==> src/sv/sndag_pkg.sv <==
// types, constants and helper functions of the strided address generator
`timescale 1ns / 1ps

package sndag_pkg;

	localparam int HW_DIMS    = 4;
	localparam int HW_IDX_W   = $clog2(HW_DIMS);
	localparam int IDX_W      = 16;
	localparam int SIZE_W     = 16;
	localparam int STRIDE_W   = 40;
	localparam int OUT_ADDR_W = 48;
	localparam int DIMS_W     = 3;
	localparam int EB_W       = 4;
	localparam int CFG_IDX_W  = 3;
	localparam int CFG_DATA_W = 64;
	localparam int PROD_W     = IDX_W + STRIDE_W;
	localparam int CONTIG_W   = STRIDE_W + SIZE_W;
	localparam int CALC_W     = 64;

	typedef enum logic [CFG_IDX_W-1:0] {
		REG_DIMS_USED     = 3'd0,
		REG_ELEMENT_BYTES = 3'd1,
		REG_BASE_ADDRESS  = 3'd2,
		REG_DIM_SIZES     = 3'd3,
		REG_STRIDE_DIM0   = 3'd4,
		REG_STRIDE_DIM1   = 3'd5,
		REG_STRIDE_DIM2   = 3'd6,
		REG_STRIDE_DIM3   = 3'd7
	} reg_idx_t;

	typedef struct packed {
		logic [DIMS_W-1:0]                 dims_used;
		logic [EB_W-1:0]                   element_bytes;
		logic [OUT_ADDR_W-1:0]             base_address;
		logic [HW_DIMS-1:0][SIZE_W-1:0]    dim_sizes;
		logic [HW_DIMS-1:0][STRIDE_W-1:0]  stride;
	} cfg_t;

	localparam cfg_t CFG_RESET = '{
		dims_used:     3'd1,
		element_bytes: 4'd4,
		base_address:  48'd0,
		dim_sizes:     64'h0001_0001_0001_0001,
		stride:        {HW_DIMS{40'd1}}
	};

	// zero means one, anything above the cap saturates
	function automatic logic [DIMS_W-1:0] active_dims(input logic [DIMS_W-1:0] dims_used,
			input logic [DIMS_W-1:0] cap);
		logic [DIMS_W-1:0] n;
		n = (dims_used == '0) ? DIMS_W'(1) : dims_used;
		if (n > cap) begin
			n = cap;
		end
		return n;
	endfunction

	// a size of zero walks as a size of one
	function automatic logic [SIZE_W-1:0] eff_size(input logic [SIZE_W-1:0] s);
		return (s == '0) ? SIZE_W'(1) : s;
	endfunction

endpackage

==> src/sv/sndag_index_walker.sv <==
// odometer of per-dimension index counters with last-element detect
`timescale 1ns / 1ps

module sndag_index_walker #(
	parameter int NDIM = 4
) (
	input  logic                                  clk,
	input  logic                                  arst_n,
	input  logic                                  advance,
	input  logic                                  restart,
	input  sndag_pkg::cfg_t                       cfg,
	output logic [NDIM-1:0][sndag_pkg::IDX_W-1:0] cur,
	output logic                                  last
);

	logic [NDIM-1:0][sndag_pkg::IDX_W-1:0] idx_q;
	logic [NDIM-1:0][sndag_pkg::IDX_W-1:0] nxt;
	logic [NDIM-1:0]                       wrap;
	logic [sndag_pkg::DIMS_W-1:0]          n;
	logic                                  carry;

	always_comb begin
		n    = sndag_pkg::active_dims(cfg.dims_used, sndag_pkg::DIMS_W'(NDIM));
		cur  = restart ? '0 : idx_q;
		nxt  = cur;
		last = 1'b1;
		carry = 1'b0;
		for (int d = 0; d < NDIM; d++) begin
			// an index at or past its final value counts as final
			wrap[d] = ({1'b0, cur[d]} + (sndag_pkg::IDX_W+1)'(1))
				>= {1'b0, sndag_pkg::eff_size(cfg.dim_sizes[d])};
		end
		// innermost used dimension first, carry outward
		for (int d = NDIM - 1; d >= 0; d--) begin
			if (sndag_pkg::DIMS_W'(d) < n) begin
				if (!wrap[d]) begin
					last = 1'b0;
				end
				if (sndag_pkg::DIMS_W'(d) == n - sndag_pkg::DIMS_W'(1)) begin
					carry = 1'b1;
				end
				if (carry) begin
					if (wrap[d]) begin
						nxt[d] = '0;
					end else begin
						nxt[d] = cur[d] + sndag_pkg::IDX_W'(1);
						carry  = 1'b0;
					end
				end
			end
		end
	end

	always_ff @(posedge clk or negedge arst_n) begin
		if (!arst_n) begin
			idx_q <= '0;
		end else if (advance) begin
			idx_q <= nxt;
		end
	end

endmodule

==> config.mk <==
export PLATFORM = sky130hd
export DESIGN_NAME = sndag_index_walker
export DESIGN_NICKNAME = d
export VERILOG_FILES = /design/src/sv/sndag_pkg.sv /design/src/sv/sndag_index_walker.sv
export SDC_FILE = /design/constraint.sdc
export NUM_CORES = 1
export LEC_CHECK = 0
export BUFFER_PORTS_ARGS = -buffer_cell sky130_fd_sc_hd__buf_2
export CAP_MARGIN = 20
export CORE_AREA = 2 2 135 137
export CTS_BUF_LIST = sky130_fd_sc_hd__clkbuf_2 sky130_fd_sc_hd__clkbuf_4 sky130_fd_sc_hd__clkbuf_8
export CTS_CLUSTER_SIZE = 16
export DETAILED_ROUTE_END_ITERATION = 6
export DIE_AREA = 0 0 137 139
export PLACE_DENSITY = 0.73
export SLEW_MARGIN = 20
export SYNTH_ARGS = -nofsm -noshare
export SYNTH_HDL_FRONTEND = slang
export SYNTH_SLANG_ARGS = --single-unit
==> constraint.sdc <==
create_clock -name clk -period 5.7 [get_ports clk]
set_input_delay 0.285 -clock clk [delete_from_list [all_inputs] [get_ports clk]]
set_output_delay 0.285 -clock clk [all_outputs]
set_load 0.02 [all_outputs]
==> results by group, run 1 <==
Pwr
  • Clk pwr share: a little under two fifths
  • Pwr per Cell Area: around 160 mW/mm^2
  • Flop pwr share: between 40% and 50%
  • Logic pwr share: 19.8%
  • Net Sw Frac: approximately 31%
  • Lkg Pwr: 4.02 nW
  • Psw: between 300 and 400 uW
  • Internal power: between 800 and 900 uW
  • Peak supply drop: 147 uV

Yosys
  • Synth area leaders: dfrtp_1, ha_1, nor2b_1
  • Post-synth top area share: 25.0%
  • Most common cell in the netlist: inv_1
  • Mean post-synth cell area: 8.26 sq um
  • YS warnings: 0
  • Synth async-reset ratio: 100%
  • Number of unique standard cell types used by synthesis: slightly below 80
  • Top post-synthesis cells by count: inv_1, ha_1, nor2b_1, dfrtp_1, nor2_1
  • Seq/Total Area, Yosys: approximately 25%
  • Synth Register Bits: 64
  • Largest area contributor in the netlist: dfrtp_1
  • Top_reg_cell synth: dfrtp_1
  • Post-synth EDFFs: 0
  • Syn Std Cell Area: between 0.006 and 0.007 sq mm
  • Syn Inst Count: 775
  • Syn Nets: approximately 1,100

Global route
  • Largest net degree at the start of global routing: 65
  • Vias in the first global route: between 6,000 and 7,000
  • Antenna violations before repair: 0
  • Grt total ovfl: 0
  • First-pass GRT wire length: between 30,000 and 40,000 microns
  • Global Route Usage Sum: approximately 20%

Die
  • Die Span X: between 100 and 150 microns
  • Die area: around 0.019 sq mm
  • Placeable core region: between 0.015 and 0.02 sq mm
  • Die Y: about 140 microns
  • Top Ports: 348
  • Cell Rows: 49
  • Starting density of the core: 36.3%

Setup path
  • CP Class: reg2out
  • Crit path max fanout: 8
  • Worst path top cell family by delay: simple AND/OR/NAND/NOR gates
  • CP max-delay cell: a21oi_2
  • CP Buf/Inv Count: 2
  • Worst EP required: between 5 and 6 ns
  • Max stage delay on crit path: 0.46 ns
  • Arrival time worst endpoint: slightly below 5 ns
  • Critical Path, Cell by Cell: nor2b_1 > ha_1 > nand3_1 > nor4_4 > nand4_1 > xor2_1 > nor2_1 > ha_1 > nand3_1 > or3_1 > a31oi_1 > nand4b_1 > o22ai_2 > a21oi_2 > buf_4 > nor2b_1 > buf_2
  • Worst setup SP type: flop
  • R2R setup slack: approximately 0.93 ns
  • CP endpoint kind: output port

STA
  • Fin Setup TNS: 0 ns
  • Minimum clock period: between 5 and 6 ns
  • Fin. Hold Viols: 0
  • Hold slack: 0.128 ns
  • Skew final: roughly 0.014 ns
  • # setup viols final: 0
  • Fmax: between 150 and 200 MHz
  • Worst slew margin relative to its limit: about 31%
  • Max Slew Vio Count: 0
  • Worst Max-Slew Pin Slew: 1.03 ns
  • RSZ-0062 raised after global routing: false
  • Crit share post-route: just over 90%

Clocking
  • Reg clk slew, reported paths: 0.08 ns
  • Inserted Clock Buffers: 9
  • CTS Hold Buffers Added: 0
  • # clock sinks: 64
  • # resized after CTS: 0
  • Post-CTS setup buffers: 0
  • Htree depth: 3
  • Buffer levels on the longest clock path: 2
  • CTS tree: done
  • Clock latency on the worst-skew pair: between 0.3 and 0.4 ns
  • CTS root buffer: clkbuf_8

Routing
  • DR vias: a little over 6,000
  • WL/cell: between 15 and 20 microns
  • Initial DRC count: 257
  • TritonRoute pass-1 iters: 5
  • DRC violations left: 0
  • Via density: 5.43
  • Antenna viol nets, final: 0
  • Total routed wirelength: between 15,000 and 20,000 microns

Finish
  • Register area: around 0.0016 sq mm
  • ANT cells: 0
  • Fill count: approximately 1,800
  • NumNets Final: ~1,300
  • Largest register FFs: between 60 and 70
  • Layout area overhead: 17.3%
  • Top reg by flops: idx_q
  • End-of-flow core utilization: a little over two fifths
  • Multi-input combinational cell area: 0.00438 sq mm
  • Top Registers: idx_q (64)
  • Share of layout cells above drive strength 1: about a fifth

Placement
  • DP Wirelength: between 10,000 and 15,000 microns
  • IO Port Bufs: approximately 140
  • Gpl congestion: between 0.8 and 0.9

Min path
  • Hold crit path type: in2async

Flow run
  • Max-cap violations: 0

Run status
  • Outcome: complete, no violations
## cells in the final DEF (no fill, tap or decap), drive strengths merged, types with 8 or more instances in the layout
cell	synthesis	final
a21oi	28	28
a22o	30	30
and3	16	16
buf	10	142
clkbuf	16	9
dfrtp	64	64
ha	68	68
inv	77	77
nand2	42	42
nand3	34	34
nand4	13	13
nor2	51	51
nor2b	68	68
nor3	21	21
nor4	16	16
o21ai	48	48
or3	8	8
xnor2	18	18
xor2	27	27
## routing by layer
layer	part of all wire [%]	GRT usage, %	wire, microns
met3	8.3	6.43	1550
met5	0	0	0
met4	0.98	3.47	183
met1	48	28.3	8900
met2	43	30.4	8050
## final cells by class
type,instances,share of cell area [%]
inverter,78,3.90
clock buffer,9,1.65
clock inverter,7,1.28
sequential,64,21.3
tap,229,3.81
multi-input combinational,607,58.3
timing repair buffer,142,9.72
## logic make-up after synthesis
| kind of cell | share of synthesized area, % |
|---|---|
| flip-flops | 25.0 |
| XOR/XNOR | 6.15 |
| multiplexers | 0.801 |
| AO/OA/AOI/OAI | 20.8 |
| AND/OR/NAND/NOR | 27.4 |
| adder cells (fa/ha/maj) | 13.3 |
| buffers and inverters | 6.54 |
## stage by stage
step / instance area, sq um / cells / power, mW / setup WS, ns
after detailed placement: 7300 / 1120 / 0.730 / 0.652
after CTS: 7520 / 1136 / 1.18 / 0.533
after floorplan: 6400 / 775 / 0.638 / 0.366
after global placement: 7300 / 1120 / 0.724 / 0.712
after global routing: 7520 / 1136 / 1.23 / 0.181
final: 7520 / 1136 / 1.17 / 0.534
## path summary, 6_finish.rpt
path / from / to / cells after the start
max: idx_q[32] / last / 17
min: arst_n / idx_q[9] / 2
max reg2reg: idx_q[32] / idx_q[37] / 16
min reg2reg: idx_q[61] / idx_q[61] / 1
max in group asynchronous: arst_n / idx_q[28] / 2
min in group clk: advance / idx_q[52] / 3
## power groups by stage
stage	Clock (mW)	Combinational, mW	Sequential (mW)
3_3_place_gp	0	0.227	0.497
4_1_cts	0.453	0.233	0.489
5_1_grt	0.471	0.262	0.493
2_1_floorplan	0	0.151	0.487
3_5_place_dp	0	0.232	0.498
6_report	0.446	0.232	0.490
## worst register-to-register path: stages, from the launching register on
cell	delay, ns
dfrtp_1	0.40
nor2b_1	0.39
ha_1	0.38
nand3_1	0.20
nor4_4	0.33
nand4_1	0.15
xor2_1	0.16
nor2_1	0.15
ha_1	0.27
nand3_1	0.13
or3_1	0.13
a31oi_1	0.04
nand4b_1	0.32
nor2_1	0.36
nand3_2	0.19
nor2_1	0.81
a22o_1	0.29
Power figures use the tool's default switching activity.
==> run 2: changes to the inputs <==
Settings changed: CELL_PAD_IN_SITES_DETAIL_PLACEMENT set to 0, CELL_PAD_IN_SITES_GLOBAL_PLACEMENT set to 1, CORE_AREA 2 2 135 137 to unset, CORE_MARGIN set to 2, CORE_UTILIZATION set to 35, DIE_AREA 0 0 137 139 to unset, PLACE_DENSITY 0.73 to 0.94.
Clock period 5.7 ns to 6.7 ns, I/O delays scaled along.
==> results by group, run 2 (synthesis gave the netlist of run 1 again) <==
Run status
  • Outcome: complete, no violations

Setup path
  • R2R setup slack: 1.70 ns (+0.77 ns)
  • Origin of the critical flop-to-flop path: idx_q[16]
  • Worst EP required: 6.36 ns (+0.95 ns)
  • Arrival time worst endpoint: 5.14 ns (+0.26 ns)
  • Worst R2R End: idx_q[10]
  • CP Class: in2out
  • Worst setup SP type: primary input
  • R2r worst-path depth: 18 (+2)
  • Crit path max fanout: 75 (+67)
  • CP endpoint kind: output port

Die
  • Cell Rows: 49 (unchanged)
  • Die Span X: 139 microns (+1.7%)
  • Starting density of the core: 35.7% (-0.62 points)
  • Top Ports: 348 (unchanged)
  • Die area: 0.0194 sq mm (+1.9%)
  • Die Y: 139 microns (+0.20%)
  • Placeable core region: 0.0180 sq mm (+1.7%)

Clocking
  • # clock sinks: 64 (unchanged)
  • CTS tree: done
  • # resized after CTS: 0 (unchanged)
  • Inserted Clock Buffers: 9 (unchanged)
  • Post-CTS setup buffers: 0 (unchanged)
  • Reg clk slew, reported paths: 0.07 ns (about the same)
  • Clock latency on the worst-skew pair: 0.36 ns (about the same)
  • Htree depth: 3 (unchanged)
  • CTS Hold Buffers Added: 0 (unchanged)
  • CTS root buffer: clkbuf_8
  • Buffer levels on the longest clock path: 2 (unchanged)

Finish
  • Top reg by flops: idx_q
  • Largest register FFs: 64 (unchanged)
  • NumNets Final: 1,251 (-0.16%)
  • Final Cell Area: 0.00746 sq mm (-0.75%)
  • ANT cells: 0 (unchanged)
  • Top Registers: idx_q (64)
  • Layout area overhead: 16.5%
  • Share of layout cells above drive strength 1: 20.7% (-0.35 points)
  • Most frequent cells in the layout: buf_2, inv_1, ha_1
  • Leading cell type in the layout, fill and taps excluded: buf_2
  • Fill count: 1,806 (+2.4%)

STA
  • Fmax: 183 MHz
  • RSZ-0062 raised after global routing: false
  • Worst slew margin relative to its limit: 35.5% (+4.1 points)
  • Worst Max-Slew Pin Slew: 0.965 ns (-0.0620 ns)
  • Fin Setup TNS: 0 ns (unchanged)
  • Skew final: 0.0161 ns (+0.00226 ns)
  • Crit share post-route: 81.7%
  • Final WS setup: 1.23 ns (+0.694 ns)
  • Fin. Hold Viols: 0 (unchanged)
  • # setup viols final: 0 (unchanged)
  • Max Slew Vio Count: 0 (unchanged)
  • Minimum clock period: 5.47 ns

Global route
  • First-pass GRT wire length: 29,900 microns (-2.3%)
  • GR Util met1: 25.0% (-3.3 points)
  • Antenna violations before repair: 2 (+2)
  • GRT Max-Usage Layer: met2
  • Vias in the first global route: 5,909 (-2.8%)
  • GRT met2 Usage: 30.5% (+0.15 points)
  • Global Route Usage Sum: 18.9% (-1.2 points)
  • Largest net degree at the start of global routing: 76 (+17%)
  • Met3 usage: 3.82% (-2.6 points)
  • Grt total ovfl: 0 (unchanged)

Placement
  • Post-Place Worst Slack: 1.32 ns (+0.668 ns)
  • IO Port Bufs: 135 (unchanged)
  • Gpl congestion: 0.861 (+0.41%)
  • Placement Cell Area: 0.00728 sq mm (-0.21%)
  • DP Wirelength: 14,300 microns (-1.6%)

Pwr
  • Pwr per Cell Area: 126 mW/mm^2 (-19%)
  • Peak supply drop: 92.9 uV (-37%)
  • Lkg Pwr: 3.99 nW (-0.78%)

Flow run
  • Max-cap violations: 0 (unchanged)

Routing
  • DRC violations left: 0 (unchanged)
  • DR vias: 6,202 (+0.58%)
  • WL/cell: 16.4 microns (-0.14%)
  • Antenna viol nets, final: 0 (unchanged)
  • Initial DRC count: 394 (+53%)
  • Via density: 5.48 (+0.94%)
  • TritonRoute pass-1 iters: 4 (-1)
  • Total routed wirelength: 18,600 microns (-0.49%)

Min path
  • Hold crit path type: in2async
## run 2: cell types whose count changed in the layout (fill, tap and decap cells not counted), sizes merged
cell	delta
clkbuf	+1
clkinv	-3
buf	-2
clkinvlp	+1
bufinv	-1
## run 2: where the power goes
group,switching [mW],internal (mW)
sequential,0.0185,0.399
clock,0.156,0.171
combinational,0.121,0.0760
total,0.295,0.646
## run 2: per-stage QoR
step	util (%)	hold slack, ns	cells	power [mW]
6_report	41.5	0.177	1132	0.941
5_1_grt	41.5	0.260	1132	0.990
4_1_cts	41.5	0.201	1132	0.951
3_5_place_dp	40.5	0.481	1118	0.621
3_3_place_gp	40.5	0.476	1118	0.616
2_1_floorplan	-	0.0394	775	0.543
## run 2: cell type report
cell class / count / area, sq um / share of cell area, %
sequential: 64 / 1600 / 21.5
clock buffer: 10 / 131 / 1.76
tap: 229 / 287 / 3.84
multi-input combinational: 607 / 4380 / 58.8
timing repair buffer: 140 / 716 / 9.59
inverter: 78 / 293 / 3.92
clock inverter: 4 / 47.5 / 0.637
## run 2: worst max-delay path: stages
cell and delay (ns):
buf_4 0.32, nand3b_2 0.41, or4b_1 0.67, nor2_2 0.23
and3_1 0.22, nand3_1 0.10, xor2_1 0.15, nor2_1 0.08
ha_1 0.27, nand3_1 0.11, or3_1 0.39, a31oi_1 0.17
nand4b_1 0.28, o22ai_2 0.17, a21oi_2 0.67, nor2b_1 0.29
buf_2 0.20
## run 2: worst max-delay path by stage
| stage | start | endpoint | slack [ns] | cells past startpoint |
|---|---|---|---|---|
| 2_1_floorplan | restart | idx_q[24] | 1.32 | 22 |
| 3_3_place_gp | restart | last | 1.33 | 19 |
| 3_5_place_dp | restart | last | 1.32 | 17 |
| 4_1_cts | idx_q[16] | last | 1.26 | 18 |
| 5_1_grt | idx_q[16] | last | 0.79 | 18 |
| 6_report | restart | last | 1.23 | 17 |
## run 2: metal layers
metal,vias up,wire (microns)
met5,-,13
met4,2,562
met3,29,1020
met2,179,8590
met1,2939,8410
li1,3053,-
